## src/rtl/pwac_pkg.sv

```systemverilog
// ----------------------------------------------------------------------------
// pwac_pkg
// Shared types and constants for the wheel angle pid controller.
// ----------------------------------------------------------------------------
`default_nettype none

package pwac_pkg;

    localparam int IN_W       = 24;
    localparam int GAIN_W     = 32;
    localparam int LIM_W      = 15;
    localparam int DRIVE_W    = 16;
    localparam int CFG_IDX_W  = 2;
    localparam int CFG_DATA_W = 32;

    localparam int ERR_W = 30;
    localparam int DER_W = 31;
    localparam int SUM_W = 48;
    localparam int SUM_SPLIT = 24;

    localparam int ANG_MAG_W = 28;
    localparam int REF_MAG_W = 27;
    localparam int ANG_Q_W   = 21;
    localparam int REF_Q_W   = 25;
    localparam int RECIP_SHIFT = 32;
    localparam int ANG_K_W   = 26;
    localparam int REF_K_W   = 31;

    localparam logic [ANG_K_W-1:0] ANG_RECIP = 26'd34359738;
    localparam logic [REF_K_W-1:0] REF_RECIP = 31'd1431655765;
    localparam logic [6:0]         ANG_DIV   = 7'd125;
    localparam logic [1:0]         REF_DIV   = 2'd3;
    localparam int ANG_SCALE_SH = 8;

    localparam int P_KP_W  = GAIN_W + ERR_W;
    localparam int P_KD_W  = GAIN_W + DER_W;
    localparam int P_ILO_W = GAIN_W + SUM_SPLIT + 1;
    localparam int P_IHI_W = GAIN_W + SUM_W - SUM_SPLIT;
    localparam int ACC_W   = 82;
    localparam int DRIVE_SHIFT = 25;
    localparam int V_W     = ACC_W - DRIVE_SHIFT;

    localparam logic signed [GAIN_W-1:0] KP_RESET = 32'sd5153960;
    localparam logic signed [GAIN_W-1:0] KI_RESET = 32'sd6442;
    localparam logic signed [GAIN_W-1:0] KD_RESET = 32'sd0;
    localparam logic [LIM_W-1:0]         LIM_RESET = 15'd21299;

    typedef enum logic [CFG_IDX_W-1:0] {
        REG_KP_GAIN     = 2'd0,
        REG_KI_GAIN     = 2'd1,
        REG_KD_GAIN     = 2'd2,
        REG_DRIVE_LIMIT = 2'd3
    } t_cfg_reg;

    typedef struct packed {
        logic signed [IN_W-1:0] encoder_count;
        logic signed [IN_W-1:0] setpoint_angle;
    } t_in_word;

    typedef struct packed {
        logic signed [DRIVE_W-1:0] drive;
        logic                      clamped;
    } t_out_word;

    typedef struct packed {
        logic signed [GAIN_W-1:0] kp_gain;
        logic signed [GAIN_W-1:0] ki_gain;
        logic signed [GAIN_W-1:0] kd_gain;
        logic [LIM_W-1:0]         drive_limit;
    } t_gains;

    typedef struct packed {
        logic signed [ERR_W-1:0] err;
        logic signed [DER_W-1:0] deriv;
        logic signed [SUM_W-1:0] error_sum;
    } t_err_word;

endpackage

`default_nettype wire

```

## src/rtl/pwac_cfg_regs.sv

```systemverilog
// ----------------------------------------------------------------------------
// pwac_cfg_regs
// Gain and drive limit registers behind the plain write port.
// ----------------------------------------------------------------------------
`default_nettype none

module pwac_cfg_regs (
    input  wire logic                             i_clk,
    input  wire logic                             i_rst_n,
    input  wire logic                             i_cfg_we,
    input  wire logic [pwac_pkg::CFG_IDX_W-1:0]   i_cfg_index,
    input  wire logic [pwac_pkg::CFG_DATA_W-1:0]  i_cfg_data,
    output pwac_pkg::t_gains                      o_gains
);

    pwac_pkg::t_gains r_gains;

    always_ff @(posedge i_clk) begin
        if (!i_rst_n) begin
            r_gains.kp_gain     <= pwac_pkg::KP_RESET;
            r_gains.ki_gain     <= pwac_pkg::KI_RESET;
            r_gains.kd_gain     <= pwac_pkg::KD_RESET;
            r_gains.drive_limit <= pwac_pkg::LIM_RESET;
        end else if (i_cfg_we) begin
            unique case (pwac_pkg::t_cfg_reg'(i_cfg_index))
                pwac_pkg::REG_KP_GAIN: begin
                    r_gains.kp_gain <= $signed(i_cfg_data[pwac_pkg::GAIN_W-1:0]);
                end
                pwac_pkg::REG_KI_GAIN: begin
                    r_gains.ki_gain <= $signed(i_cfg_data[pwac_pkg::GAIN_W-1:0]);
                end
                pwac_pkg::REG_KD_GAIN: begin
                    r_gains.kd_gain <= $signed(i_cfg_data[pwac_pkg::GAIN_W-1:0]);
                end
                pwac_pkg::REG_DRIVE_LIMIT: begin
                    r_gains.drive_limit <= i_cfg_data[pwac_pkg::LIM_W-1:0];
                end
                default: begin
                    r_gains <= r_gains;
                end
            endcase
        end
    end

    assign o_gains = r_gains;

endmodule

`default_nettype wire

```

## config.mk

```make
export PLATFORM = sky130hd
export DESIGN_NAME = pwac_cfg_regs
export DESIGN_NICKNAME = d
export VERILOG_FILES = /design/src/rtl/pwac_pkg.sv /design/src/rtl/pwac_cfg_regs.sv
export SDC_FILE = /design/constraint.sdc
export NUM_CORES = 1
export LEC_CHECK = 0
export BUFFER_PORTS_ARGS = -buffer_cell sky130_fd_sc_hd__buf_4
export CAP_MARGIN = 25
export CORE_ASPECT_RATIO = 0.7
export CORE_MARGIN = 3
export CORE_UTILIZATION = 50
export CTS_CLUSTER_SIZE = 12
export DETAILED_ROUTE_END_ITERATION = 16
export HOLD_SLACK_MARGIN = 0.15
export PLACE_DENSITY = 0.8
export SKIP_CTS_REPAIR_TIMING = 1
export SLEW_MARGIN = 20
export SYNTH_ARGS = -nofsm -noshare
export SYNTH_HDL_FRONTEND = slang
export SYNTH_SLANG_ARGS = --single-unit
export TNS_END_PERCENT = 5
```

## constraint.sdc

```tcl
create_clock -name i_clk -period 3.2 [get_ports i_clk]
set_input_delay 0.32 -clock i_clk [delete_from_list [all_inputs] [get_ports i_clk]]
set_output_delay 0.32 -clock i_clk [all_outputs]
set_load 0.02 [all_outputs]
```

Word-level counts from Yosys, hierarchy flattened
Index checks and enable logic that the tools add are counted.
{ "op_classes": {"n_reduce_logical": 5, "eq_ne": 3} }
{ "ops": {"columns": ["operator", "count"], "rows": [
  ["AND reduction 2 bit", 4],
  ["== test 2 bit, second input constant", 2],
  ["== test 2 x 1 -> 1 bit, second input constant", 1],
  ["zero test 2 bit", 1]
]} }
{ "totals": {"out_inout_bits": 111, "regBits": 111, "word_cells": 12, "in_bits": 37} }

Logic depth before layout (Yosys ltp)
{ "depth": {"word_depth": 2, "ltp_mapped": 5} }

Worst setup path before layout
Ideal clock, no wire load.
{ "synth_timing": {"kind": "input -> register", "start": "input i_cfg_index[1] (netlist bit)", "end": "register r_gains, in the netlist o_gains[81]", "path_buffers": 2, "path_stages": 4, "path_slack_ps": 1953, "t_arrival_ps": 1176, "path_cell_list": "buf_4 > nor3b_4 > buf_8 > mux2i_1"} }
{ "synth_via": {"elab_chain_cells": 2} }
{ "synth_lines": {"columns": ["element", "line", "rtl"], "rows": [
  ["start: declaration", "pwac_cfg_regs.sv:11", "input wire logic [pwac_pkg::CFG_IDX_W-1:0] i_cfg_index,"],
  ["zero test 2 bit", "pwac_cfg_regs.sv:25", "unique case (pwac_pkg::t_cfg_reg'(i_cfg_index))"],
  ["AND reduction 2 bit (no source line)", null, null],
  ["end signal: assignment", "pwac_cfg_regs.sv:39", "r_gains <= r_gains;"],
  ["end: declaration", "pwac_cfg_regs.sv:16", "pwac_pkg::t_gains r_gains;"]
]} }
Every way passes these cells.
A chain may end at the register's enable or synchronous reset.

Worst setup path in the final report
{ "layout_timing": {"start": "input i_cfg_we", "end": "register r_gains, in the netlist o_gains[102]"} }
{ "layout_via": {"elab_chain_cells": 1} }
{ "layout_lines": {"columns": ["element", "line", "rtl"], "rows": [
  ["start: declaration", "pwac_cfg_regs.sv:10", "input wire logic i_cfg_we,"],
  ["AND reduction 2 bit (no source line)", null, null]
]} }
Every way passes these cells.

==> impl_metrics.toml <==
[floorplanning]
die_width_um = 117
fp.coreArea_sq_mm = 0.00811
pin_count = 148
floorplan.die.height_um = 83.7
die_area_sq_mm = 0.00979
floorplan.initialDensity = 0.532
std_cell_rows = 27

[sta]
rsz_0062_raised_after_global_routing = "no"
count_of_endpoints_failing_hold_in_the_final_timing_report = 0
setup-violations-final = 0
final_period_minus_worst_setup_slack_ns = 1.54
final.period_utilization = 0.481
slew_headroom = 0.437
timing_worst_slew_pin_value_ns = 0.844
max_freq_ghz = 0.650
setup_tns_ns = 0
worst_clock_skew_ns = 0
timing.final.max_slew_violations = 0

[drt]
avgRoutedWirePerCell_um = 16.2
first_iter_violations = 244
drt-total-wl_um = 10700
route.antenna.remaining_nets = 0
drt-vias-per-instance = 5.15
firstDrtPassIters = 4
routed-via-count = 3387
post_route_drc = 0

[final_layout]
antenna-diode-count = 0
num-nets-final = 589
register_area_sq_mm = 0.00222
commonest_cells_after_routing_fill_and_taps_aside = "sky130_fd_sc_hd__buf_4 (148), sky130_fd_sc_hd__nand2_1 (119), sky130_fd_sc_hd__dfxtp_1 (111)"
fillers = 641
layout.cells.most_common = "sky130_fd_sc_hd__buf_4"
area_growth_pct = 31.9
multiInputGateArea_sq_mm = 0.00182
largest_register_ffs = 111
drive_gt1_frac = 0.305

[setup_path]
criticalPathCategory = "in2reg"
critPathMaxFanout = 20
start_point_of_the_critical_path = "i_cfg_we"
endpoint_kind = "register"
critPathSlowestCell = "sky130_fd_sc_hd__nor3b_4"
crit_required_ns = 3.46
cp_slowest_stage_delay_ns = 0.75
worstReg2RegStart = "o_gains[1]$_SDFFE_PN1P_"
rrSetupSlack_ns = 2.48
worstPathArrival_ns = 1.80
start_kind = "input port"
crit_path_end = "o_gains[102]$_SDFFE_PN0P_"
critical_path.cell_chain = "buf_4 > nor3b_4 > buf_12 > mux2i_1"
reg2reg_to = "o_gains[1]$_SDFFE_PN1P_"
reg2reg_depth = 2

[cts]
cts_max_path_buffers = 2
numCtsBuffers = 9
cts_root_buf = "sky130_fd_sc_hd__clkbuf_16"
clk_latency_ns = 0.33
clock-sinks = 111
cts.clk_slew.worst_paths_ns = 0.07
clock_tree_from_tritoncts = "yes"
ctsHtreeMaxLevel = 3

[yosys]
yosys_warnings = 0
portion_of_the_post_synthesis_area_used_by_sequential_elements = 0.515
avgSynthCellArea_sq_um = 10.2
ys_top_cells_by_area = "sky130_fd_sc_hd__dfxtp_1 (52%), sky130_fd_sc_hd__mux2i_1 (23%), sky130_fd_sc_hd__nand2_1 (10%)"
mappedNetlistNets = 460
synth_top_area_frac = 0.515
synth.largest_area_cell = "sky130_fd_sc_hd__dfxtp_1"
postSynthRegisterBits = 111
synth.cell_area_sq_mm = 0.00431
synthCells = 423
yosysUniqueCellTypes = 19

[power]
power.ir.vdd_worst_uv = 278
p_total_mw = 2.89
p_leak_nw = 2.79
power.density_mw_per_mm2 = 508

[hold_path]
hp-class = "in2reg"
worst_hold_path.num_cells = 3

[global_route]
grt.overflow.total = 0
number_of_antenna_violations_at_the_first_check_in_global_routing = 0
all_layer_gr_usage = 0.218
first_global_vias = 3303
grt_pass1_wl_um = 16900
grt_start_max_net_pins = 76

[placement]
hpwl_um = 7700
port_buffers = 147
gp_congestion = 0.792

[flow_run]
max_capacitance_violation_total = 0

[status]
run_status = "complete, no violations"
per-layer routing:
metal	part of all wire	global-route usage
met5	0	0
met3	0.094	0.0833
met1	0.44	0.288
met4	0.011	0.0542
met2	0.46	0.336
Yosys cell counts:
library cell,instances
sky130_fd_sc_hd__nor3b_4,1
sky130_fd_sc_hd__clkbuf_1,12
sky130_fd_sc_hd__nand3b_2,2
sky130_fd_sc_hd__nand2_1,119
sky130_fd_sc_hd__buf_4,6
sky130_fd_sc_hd__nand3_1,1
sky130_fd_sc_hd__nand4b_1,1
sky130_fd_sc_hd__and3b_1,2
sky130_fd_sc_hd__nor2b_1,16
sky130_fd_sc_hd__and3_1,1
sky130_fd_sc_hd__inv_1,13
sky130_fd_sc_hd__dfxtp_1,111
sky130_fd_sc_hd__buf_2,7
sky130_fd_sc_hd__buf_8,2
sky130_fd_sc_hd__o211ai_1,13
sky130_fd_sc_hd__nand4bb_1,8
sky130_fd_sc_hd__mux2i_1,98
sky130_fd_sc_hd__buf_6,6
sky130_fd_sc_hd__nand4_1,4
worst max-delay path: cells and delay by family:
kind,cells,cell delay [ns]
muxes,1,0.22
and+or+nand+nor,1,0.75
buffers and inverters,2,0.49
cells by family (layout without fill, tap and decap cells):
group	after synthesis	after routing	synth area share
and+or+nand+nor	155	155	0.172
buffers and inverters	46	180	0.0630
DFF	111	111	0.515
AOI/OAI and AO/OA	13	13	0.0226
muxes	98	98	0.227
through the flow:
| stage | instances | util | hold WS, ns | area, sq um | worst slack, ns |
|---|---|---|---|---|---|
| 6_report | 658 | 0.702 | 0.278 | 5690 | 1.66 |
| 2_1_floorplan | 423 | - | 0.462 | 4310 | 1.95 |
| 3_3_place_gp | 641 | 0.662 | 0.443 | 5370 | 1.26 |
| 3_5_place_dp | 642 | 0.665 | 0.450 | 5400 | 1.35 |
| 4_1_cts | 658 | 0.702 | 0.269 | 5690 | 1.69 |
| 5_1_grt | 658 | 0.702 | 0.286 | 5690 | 1.58 |
power by group:
part | leakage, nW | switching [mW] | internal, mW
combinational | 1.74 | 0.199 | 0.155
sequential | 0.904 | 0.0303 | 1.43
clock | 0.146 | 0.495 | 0.578
final cells by class:
type,count,share of cell area
sequential,111,0.391
timing repair buffer,151,0.207
inverter,13,0.00858
tap,101,0.0222
clock buffer,11,0.0444
multi-input combinational,266,0.320
clock inverter,5,0.00704
worst min-delay path by stage:
stage                             start                       end  slack, ns
4_1_cts                   i_cfg_data[5]  o_gains[20]$_SDFFE_PN0P_       0.27
3_5_place_dp   o_gains[73]$_SDFFE_PN0P_  o_gains[73]$_SDFFE_PN0P_       0.45
2_1_floorplan             i_cfg_data[5]  o_gains[20]$_SDFFE_PN0P_       0.46
6_report                  i_cfg_data[5]  o_gains[20]$_SDFFE_PN0P_       0.28
3_3_place_gp   o_gains[85]$_SDFFE_PN0P_  o_gains[85]$_SDFFE_PN0P_       0.44
5_1_grt                  i_cfg_data[12]  o_gains[12]$_SDFFE_PN1P_       0.29
Power figures use the tool's default switching activity.
