[src/rtl/pwac_pkg.sv]
// ----------------------------------------------------------------------------
// pwac_pkg
// Shared types and constants for the wheel angle pid controller.
// ----------------------------------------------------------------------------
`default_nettype none

package pwac_pkg;

    localparam int IN_W       = 24;
    localparam int GAIN_W     = 32;
    localparam int LIM_W      = 15;
    localparam int DRIVE_W    = 16;
    localparam int CFG_IDX_W  = 2;
    localparam int CFG_DATA_W = 32;

    localparam int ERR_W = 30;
    localparam int DER_W = 31;
    localparam int SUM_W = 48;
    localparam int SUM_SPLIT = 24;

    localparam int ANG_MAG_W = 28;
    localparam int REF_MAG_W = 27;
    localparam int ANG_Q_W   = 21;
    localparam int REF_Q_W   = 25;
    localparam int RECIP_SHIFT = 32;
    localparam int ANG_K_W   = 26;
    localparam int REF_K_W   = 31;

    localparam logic [ANG_K_W-1:0] ANG_RECIP = 26'd34359738;
    localparam logic [REF_K_W-1:0] REF_RECIP = 31'd1431655765;
    localparam logic [6:0]         ANG_DIV   = 7'd125;
    localparam logic [1:0]         REF_DIV   = 2'd3;
    localparam int ANG_SCALE_SH = 8;

    localparam int P_KP_W  = GAIN_W + ERR_W;
    localparam int P_KD_W  = GAIN_W + DER_W;
    localparam int P_ILO_W = GAIN_W + SUM_SPLIT + 1;
    localparam int P_IHI_W = GAIN_W + SUM_W - SUM_SPLIT;
    localparam int ACC_W   = 82;
    localparam int DRIVE_SHIFT = 25;
    localparam int V_W     = ACC_W - DRIVE_SHIFT;

    localparam logic signed [GAIN_W-1:0] KP_RESET = 32'sd5153960;
    localparam logic signed [GAIN_W-1:0] KI_RESET = 32'sd6442;
    localparam logic signed [GAIN_W-1:0] KD_RESET = 32'sd0;
    localparam logic [LIM_W-1:0]         LIM_RESET = 15'd21299;

    typedef enum logic [CFG_IDX_W-1:0] {
        REG_KP_GAIN     = 2'd0,
        REG_KI_GAIN     = 2'd1,
        REG_KD_GAIN     = 2'd2,
        REG_DRIVE_LIMIT = 2'd3
    } t_cfg_reg;

    typedef struct packed {
        logic signed [IN_W-1:0] encoder_count;
        logic signed [IN_W-1:0] setpoint_angle;
    } t_in_word;

    typedef struct packed {
        logic signed [DRIVE_W-1:0] drive;
        logic                      clamped;
    } t_out_word;

    typedef struct packed {
        logic signed [GAIN_W-1:0] kp_gain;
        logic signed [GAIN_W-1:0] ki_gain;
        logic signed [GAIN_W-1:0] kd_gain;
        logic [LIM_W-1:0]         drive_limit;
    } t_gains;

    typedef struct packed {
        logic signed [ERR_W-1:0] err;
        logic signed [DER_W-1:0] deriv;
        logic signed [SUM_W-1:0] error_sum;
    } t_err_word;

endpackage

`default_nettype wire

[src/rtl/pwac_err_stage.sv]
// ----------------------------------------------------------------------------
// pwac_err_stage
// Angle conversion, error, saturating error sum and derivative.
// ----------------------------------------------------------------------------
`default_nettype none

module pwac_err_stage (
    input  wire logic                 i_clk,
    input  wire logic                 i_rst_n,
    input  wire logic                 i_valid,
    output logic                      o_ready,
    input  wire pwac_pkg::t_in_word   i_word,
    output logic                      o_valid,
    input  wire logic                 i_ready,
    output pwac_pkg::t_err_word       o_word
);

    localparam int AW = pwac_pkg::ANG_MAG_W;
    localparam int RW = pwac_pkg::REF_MAG_W;
    localparam int AQ = pwac_pkg::ANG_Q_W;
    localparam int RQ = pwac_pkg::REF_Q_W;
    localparam int EW = pwac_pkg::ERR_W;
    localparam int DW = pwac_pkg::DER_W;
    localparam int SW = pwac_pkg::SUM_W;
    localparam int IW = pwac_pkg::IN_W;
    localparam int KS = pwac_pkg::RECIP_SHIFT;

    // input register
    logic               r_in_v;
    pwac_pkg::t_in_word r_in_word;

    // quotient estimate stage
    logic               r_q_v;
    logic               r_q_cnt_neg;
    logic               r_q_ref_neg;
    logic [AW-1:0]      r_q_m;
    logic [RW-1:0]      r_q_n;
    logic [AQ-1:0]      r_q_qa;
    logic [RQ-1:0]      r_q_qr;

    // error stage
    logic                r_v;
    pwac_pkg::t_err_word r_word;
    logic signed [SW-1:0] r_error_sum;
    logic signed [EW-1:0] r_last_error;

    logic en0;
    logic enA;
    logic enB;

    logic [IW-1:0]                cnt_mag;
    logic [IW-1:0]                ref_mag;
    logic [AW-1:0]                m;
    logic [RW-1:0]                n;
    logic [AW+pwac_pkg::ANG_K_W-1:0] prod_a;
    logic [RW+pwac_pkg::REF_K_W-1:0] prod_r;

    logic [AW-1:0]        rem_a;
    logic [RW-1:0]        rem_r;
    logic [AQ-1:0]        q_a;
    logic [RQ-1:0]        q_r;
    logic signed [EW-1:0] actual;
    logic signed [EW-1:0] target;
    logic signed [EW-1:0] err;
    logic signed [SW:0]   sum_ext;
    logic signed [SW-1:0] n_error_sum;
    logic signed [DW-1:0] deriv;

    assign enB     = !r_v || i_ready;
    assign enA     = !r_q_v || enB;
    assign en0     = !r_in_v || enA;
    assign o_ready = en0;

    always_ff @(posedge i_clk) begin
        if (!i_rst_n) begin
            r_in_v <= 1'b0;
        end else if (en0) begin
            r_in_v <= i_valid;
        end
    end

    always_ff @(posedge i_clk) begin
        if (en0 && i_valid) begin
            r_in_word <= i_word;
        end
    end

    // magnitudes, scale by 18 and 11, reciprocal multiply
    always_comb begin
        cnt_mag = r_in_word.encoder_count[IW-1] ? IW'(-r_in_word.encoder_count)
                                                : IW'(r_in_word.encoder_count);
        ref_mag = r_in_word.setpoint_angle[IW-1] ? IW'(-r_in_word.setpoint_angle)
                                                 : IW'(r_in_word.setpoint_angle);
        m = {cnt_mag, 4'b0} + AW'({cnt_mag, 1'b0});
        n = RW'({ref_mag, 3'b0}) + RW'({ref_mag, 1'b0}) + RW'(ref_mag);
        prod_a = (AW+pwac_pkg::ANG_K_W)'(m) * (AW+pwac_pkg::ANG_K_W)'(pwac_pkg::ANG_RECIP);
        prod_r = (RW+pwac_pkg::REF_K_W)'(n) * (RW+pwac_pkg::REF_K_W)'(pwac_pkg::REF_RECIP);
    end

    always_ff @(posedge i_clk) begin
        if (!i_rst_n) begin
            r_q_v <= 1'b0;
        end else if (enA) begin
            r_q_v <= r_in_v;
        end
    end

    always_ff @(posedge i_clk) begin
        if (enA && r_in_v) begin
            r_q_cnt_neg <= r_in_word.encoder_count[IW-1];
            r_q_ref_neg <= r_in_word.setpoint_angle[IW-1];
            r_q_m       <= m;
            r_q_n       <= n;
            r_q_qa      <= prod_a[KS+AQ-1:KS];
            r_q_qr      <= prod_r[KS+RQ-1:KS];
        end
    end

    // quotient correction, error, sum and derivative
    always_comb begin
        rem_a  = r_q_m - AW'(AW'(r_q_qa) * AW'(pwac_pkg::ANG_DIV));
        rem_r  = r_q_n - RW'(RW'(r_q_qr) * RW'(pwac_pkg::REF_DIV));
        q_a    = (rem_a >= AW'(pwac_pkg::ANG_DIV)) ? r_q_qa + AQ'(1) : r_q_qa;
        q_r    = (rem_r >= RW'(pwac_pkg::REF_DIV)) ? r_q_qr + RQ'(1) : r_q_qr;
        actual = r_q_cnt_neg ? -$signed(EW'({q_a, {pwac_pkg::ANG_SCALE_SH{1'b0}}}))
                             :  $signed(EW'({q_a, {pwac_pkg::ANG_SCALE_SH{1'b0}}}));
        target = r_q_ref_neg ? -$signed(EW'(q_r)) : $signed(EW'(q_r));
        err    = target - actual;
        sum_ext = {r_error_sum[SW-1], r_error_sum}
                + {{(SW+1-EW){err[EW-1]}}, err};
        if (sum_ext[SW] != sum_ext[SW-1]) begin
            n_error_sum = sum_ext[SW] ? {1'b1, {(SW-1){1'b0}}} : {1'b0, {(SW-1){1'b1}}};
        end else begin
            n_error_sum = sum_ext[SW-1:0];
        end
        deriv = {err[EW-1], err} - {r_last_error[EW-1], r_last_error};
    end

    always_ff @(posedge i_clk) begin
        if (!i_rst_n) begin
            r_v          <= 1'b0;
            r_error_sum  <= '0;
            r_last_error <= '0;
        end else if (enB) begin
            r_v <= r_q_v;
            if (r_q_v) begin
                r_error_sum  <= n_error_sum;
                r_last_error <= err;
            end
        end
    end

    always_ff @(posedge i_clk) begin
        if (enB && r_q_v) begin
            r_word.err       <= err;
            r_word.deriv     <= deriv;
            r_word.error_sum <= n_error_sum;
        end
    end

    assign o_valid = r_v;
    assign o_word  = r_word;

endmodule

`default_nettype wire

[config.mk]
export PLATFORM = sky130hd
export DESIGN_NAME = pwac_err_stage
export DESIGN_NICKNAME = d
export VERILOG_FILES = /design/src/rtl/pwac_pkg.sv /design/src/rtl/pwac_err_stage.sv
export SDC_FILE = /design/constraint.sdc
export NUM_CORES = 2
export LEC_CHECK = 0
export ABC_CLOCK_PERIOD_IN_PS = 12400
export BUFFER_PORTS_ARGS = -buffer_cell sky130_fd_sc_hd__clkbuf_2
export CAP_MARGIN = 5
export CORE_MARGIN = 2
export CORE_UTILIZATION = 45
export DETAILED_ROUTE_END_ITERATION = 10
export HOLD_SLACK_MARGIN = 0.05
export SYNTH_ARGS = -nofsm -noshare
export SYNTH_HDL_FRONTEND = slang
export SYNTH_SLANG_ARGS = --single-unit
[constraint.sdc]
create_clock -name i_clk -period 12.4 [get_ports i_clk]
set_clock_uncertainty 0.15 [all_clocks]
set_input_delay 1.86 -clock i_clk [delete_from_list [all_inputs] [get_ports i_clk]]
set_output_delay 1.86 -clock i_clk [all_outputs]
set_load 0.1 [all_outputs]
Yosys cells after proc, flatten, opt, wreduce, memory -nomap -nowiden
Cells that the tools add are included.
Widths: inputs -> output; s select.
- logic and storage cells: 55
- input bits: 52
- output and inout port bits: 111
- register bits after elaboration: 341
- multiply operators: 4
- mux-type cells: 8
- magnitude comparators: 2
- equality and inequality tests: 1
- add/subtract/negate cells: 14
- reduce and logical (&&, ||, !) cells: 10
- operators with widths (cell ; count):
    $mux 48 ; 2
    $mux 30 ; 2
    $mul 27x31->57 const B ; 1
    $mul 28x25->52 const B ; 1
    $add 48x30->49 ; 1
    $mux 24 ; 2
    $neg 24->24 ; 2
    $sub 30x30->31 ; 1
    $neg 25->30 ; 1
    $neg 29->30 ; 1
    $sub 30x30->30 ; 1
    $add 28x25->28 ; 1
    $ge 28x7->1 const B ; 1
    $mul 21x7->28 const B ; 1
    $sub 28x28->28 ; 1
    $add 27x24->27 ; 1
    $add 27x25->27 ; 1
    $ge 27x2->1 const B ; 1
    $mul 25x2->27 const B ; 1
    $sub 27x27->27 ; 1
    $add 25x1->25 const B ; 1
    $mux 25 ; 1
    $add 21x1->21 const B ; 1
    $mux 21 ; 1
    other kinds (5) ; 11

Longest topological paths before layout
- depth after elaboration: 10
- mapped depth: 53
- gate-level depth less buffers: 50

Worst setup path after synthesis
Ideal clock, no wire load.
- path kind: register to register
- start point: register r_q_qa[2]
- end point: register r_error_sum[37]
- clock period less this slack: 12718 ps
- data required time: 11931 ps
- stages on the path, launching flop included: 53
- buffers on the path: 5
- library setup time: 319 ps
- setup slack: -318 ps
- arrival: 12249 ps
- path through: edfxtp_1 > clkbuf_1 > inv_1 > fa_1 > fa_1 > fa_1 > inv_1 > fa_1 > inv_1 > ha_1 > clkbuf_1 > nand2_1 > nor2_1 > o211ai_1 > a31oi_1 > mux2_2 > nor3_1 > nand4b_1 > [17 not listed] > a211o_1 > xnor2_1 > ha_1 > a21o_1 > a21o_1 > a21o_1 > a21o_1 > a21oi_1 > o21ai_0 > a21o_1 > nor3_1 > o21a_1 > o31ai_1 > mux2i_1 > nor2_1 > clkbuf_1 > o21ai_0 > a31oi_1
- cells in the longest elaborated chain, start to end: 10
- elaborated cells between the ends (all ways): 12
- classes of those cells: add/sub: 5; mul: 1; order compare: 1; eq/ne: 1; mux: 4
- ends and longest elaborated chain (what ; line ; source):
    from (decl) ; pwac_err_stage.sv:38 ; logic [AQ-1:0] r_q_qa;
    from (signal assigned) ; pwac_err_stage.sv:114 ; r_q_qa <= prod_a[KS+AQ-1:KS];
    $mul 21x7->28 ; pwac_err_stage.sv:121 ; rem_a = r_q_m - AW'(AW'(r_q_qa) * AW'(pwac_pkg::ANG_DIV));
    $sub 28x28->28 ; pwac_err_stage.sv:121 ;
    $ge 28x7->1 ; pwac_err_stage.sv:123 ; q_a = (rem_a >= AW'(pwac_pkg::ANG_DIV)) ? r_q_qa + AQ'(1) : r_q_qa;
    $mux 21 (*) ; pwac_err_stage.sv:123 ;
    $neg 29->30 ; pwac_err_stage.sv:125 ; actual = r_q_cnt_neg ? -$signed(EW'({q_a, {pwac_pkg::ANG_SCALE_SH{1'b0}}}))
    $mux 30 (*) ; pwac_err_stage.sv:125 ;
    $sub 30x30->30 (*) ; pwac_err_stage.sv:128 ; err = target - actual;
    net err[29] ; pwac_err_stage.sv:64 ; logic signed [EW-1:0] err;
    $add 48x30->49 (*) ; pwac_err_stage.sv:130 ; + {{(SW+1-EW){err[EW-1]}}, err};
    $mux 48 / $ne 1x1->1 (equally long branches) ; pwac_err_stage.sv:132, pwac_err_stage.sv:131 ;
    $mux 48 (*) ; pwac_err_stage.sv:131 ; if (sum_ext[SW] != sum_ext[SW-1]) begin
    to (signal assigned) ; pwac_err_stage.sv:147 ; r_error_sum <= n_error_sum;
    to (decl) ; pwac_err_stage.sv:44 ; logic signed [SW-1:0] r_error_sum;
Mark *: on every way through the listed nets, which the timed path passes. The rest lies on a longest branch.
A chain may end at the register's enable or synchronous reset.

Worst setup path after layout
- start point: register r_q_qa[16]
- end point: register r_error_sum[41]
- cells in the longest elaborated chain, start to end: 10
- elaborated cells between the ends (all ways): 12
- classes of those cells: add/sub: 5; mul: 1; order compare: 1; eq/ne: 1; mux: 4
- ends and longest elaborated chain (what ; line):
    $mul 21x7->28 (*) ; pwac_err_stage.sv:121
    $sub 28x28->28 (*) ; pwac_err_stage.sv:121
    $ge 28x7->1 (*) ; pwac_err_stage.sv:123
    $mux 21 (*) ; pwac_err_stage.sv:123
    $neg 29->30 ; pwac_err_stage.sv:125
    $mux 30 (*) ; pwac_err_stage.sv:125
    $sub 30x30->30 (*) ; pwac_err_stage.sv:128
    net err[20] ; pwac_err_stage.sv:64
    $add 48x30->49 (*) ; pwac_err_stage.sv:130
    $mux 48 / $ne 1x1->1 (equally long branches) ; pwac_err_stage.sv:132, pwac_err_stage.sv:131
    $mux 48 (*) ; pwac_err_stage.sv:131
Marked as above.

==> out/qor.yml <==
cts_tree: "yes"
antenna_found_initial: 5
clock-sinks: 340
fmax_mhz: 84.8
slew_violations: 0
fin_ws_ns: 0.610
cts_buffers: 39
hold_path.class: "flip-flop to flip-flop"
worst_slew_margin_rel: 0.303
drive_gt1_frac: 0.114
cts_max_level: 2
n_fill_cell: 9650
startpoint_type: "flip-flop"
ys_seq_area_frac: 0.199
post_drt_wl_per_cell_um: 17.3
io_pins: 163
syn_nets: 6252
drt_pre_antenna_iters: 8
hold_viol: 0
timing.hold.ws_ns: 0.305
grt_use_total: 0.217
yosys_most_used_dff: "edfxtp_1"
status: "finished, final reports clean"
insertion_delay_ns: 0.59
grt_pass1_wl_um: 186000
critPathSlowestCell: "or4_4"
fin_crit_ns: 11.79
endpoint_kind: "flip-flop"
setup_viol_count_final: 0
vias_per_cell: 5.24
crit_top_cell: "buf_4"
post-place-ws_ns: 0.00385
synth_seq_cells: 340
cap_violations: 0
postCtsHoldBufs: 0
path_clk_slew_ns: 0.06
initial_utilization: 0.454
fp-row-count: 118
diodes: 0
fin_nets: 6584
port_buffers: 162
critPathKind: "flip-flop to flip-flop"
yosysWarnings: 0
vias: 34888
netlist_area_mm2: 0.0472
synth_async_sr_flop_share: 0
grt_overflow: 0
worst_pin_slew_ns: 1.05
dieArea_mm2: 0.107
critPathArrivalTime_ns: 12.15
drtAntennaViolNets: 0
dp.cells: 6559
routed_wirelength_um: 116000
synth_edf_count: 259
netlist_instances: 4921
synth_cell_type_count: 103
grt_max_degree: 101
crit_fanout: 9
placed_area_mm2: 0.0509
cts_root_buf: "clkbuf_16"
fin_crit_sh: 0.951
dp_hpwl_um: 96000
layout_commonest_cell: "inv_1"
die_h_um: 328
drc_errors: 0
clockBufferDepth: 3
fin_cells: 6663
syn_avg_cell_area_um2: 9.58
layout_common_cells: "968 x inv_1, 751 x ha_1, 516 x fa_1"
grt_pass1_vias: 35445
slowest_delay_ns: 0.58
syn_to_final_growth_pct: 12.2
stdcell_area_mm2: 0.0529
core_mm2: 0.104
die_w_um: 328
required_ns: 12.76
detailedRoute.firstIterationViolations: 1873
finalWeightedCongestion: 0.899
[cells by family after synthesis]
kind of cell    Yosys count  synth area share
compound gates          941             0.129
xor+xnor                325            0.0605
fa+ha+maj              1279             0.422
buf+inv                1073            0.0859
flops                   340             0.199
mux                      22           0.00491
simple gates            941            0.0984
[layer usage]
layer / track usage / vias up / part of all wire
li1: - / 17229 / -
met1: 0.301 / 16857 / 0.46
met2: 0.369 / 669 / 0.48
met3: 0.0212 / 133 / 0.037
met4: 0.0459 / 0 / 0.020
met5: 0 / - / 0
[repair_timing]
| item | CTS | global route |
|---|---|---|
| gates resized for setup | 0 | 126 |
| setup buffers | 1 | 29 |
| pin swaps | 0 | 33 |
| endpoints found under the setup margin | 16 | 108 |
| gates cloned | 0 | 3 |
[cell usage after synthesis, types with 27 or more instances]
| library cell | number | share of area |
|---|---|---|
| nor2b_1 | 40 | 0.0053 |
| a21o_1 | 97 | 0.015 |
| xor2_1 | 81 | 0.015 |
| clkbuf_1 | 75 | 0.0060 |
| nand4_1 | 37 | 0.0049 |
| a31oi_1 | 32 | 0.0042 |
| a211oi_1 | 28 | 0.0045 |
| and3_1 | 54 | 0.0072 |
| o21ai_0 | 200 | 0.021 |
| o211ai_1 | 29 | 0.0046 |
| o21bai_1 | 31 | 0.0049 |
| nand2b_1 | 27 | 0.0036 |
| xnor2_1 | 243 | 0.045 |
| inv_1 | 983 | 0.078 |
| nand3_1 | 73 | 0.0077 |
| fa_1 | 518 | 0.22 |
| o31ai_1 | 36 | 0.0057 |
| edfxtp_1 | 259 | 0.16 |
| nand2_1 | 251 | 0.020 |
| a21oi_1 | 274 | 0.029 |
| dfxtp_1 | 81 | 0.034 |
| or3_1 | 33 | 0.0044 |
| nor2_1 | 227 | 0.018 |
| ha_1 | 761 | 0.20 |
| o21a_1 | 45 | 0.0072 |
| nor3_1 | 83 | 0.0088 |
[worst max-delay path, delay by kind of cell, from the launching register on]
kind	cells	cell delay (ns)
xor gates and xnor gates	2	0.54
and+or+nand+nor	6	1.32
AOI/OAI and AO/OA	22	3.91
muxes	2	0.25
adders and majority gates	8	3.27
DFF	1	0.39
buffers and inverters	13	1.85
[sequential cells by signal (all words and copies together), names as in the netlist]
register and flops:
o_word 109, r_error_sum 48, r_in_word 48, r_last_error 30, r_q_m 27, r_q_n 27
r_q_qr 25, r_q_qa 21, o_valid 1, r_in_v 1, r_q_cnt_neg 1, r_q_ref_neg 1
r_q_v 1
[through the flow]
stage	utilization	TNS (ns)
floorplan	-	0
global placement	0.490	0
detailed placement	0.490	0
CTS	0.502	0
global route	0.510	-0.893
finish	0.510	0
[path summary, 6_finish.rpt]
path                                        from          endpoint  slack [ns]  depth (start not counted)
worst max-delay path                  r_q_qa[16]   r_error_sum[41]        0.61                         53
worst min-delay path            r_last_error[21]  r_last_error[21]        0.31                          2
worst max register to register        r_q_qa[16]   r_error_sum[41]        0.61                         53
worst min register to register  r_last_error[21]  r_last_error[21]        0.31                          2
[layout make-up]
type,instances,area (um^2),area share
clock buffer,52,1030,0.0195
multi-input combinational,3508,34300,0.648
inverter,984,3710,0.0702
tap,1380,1730,0.0326
sequential,340,9400,0.178
timing repair buffer,380,2580,0.0488
clock inverter,19,169,0.00319
Power is not shown: default switching activity piles up to over one toggle a cycle in this logic, so the estimate is an artifact.
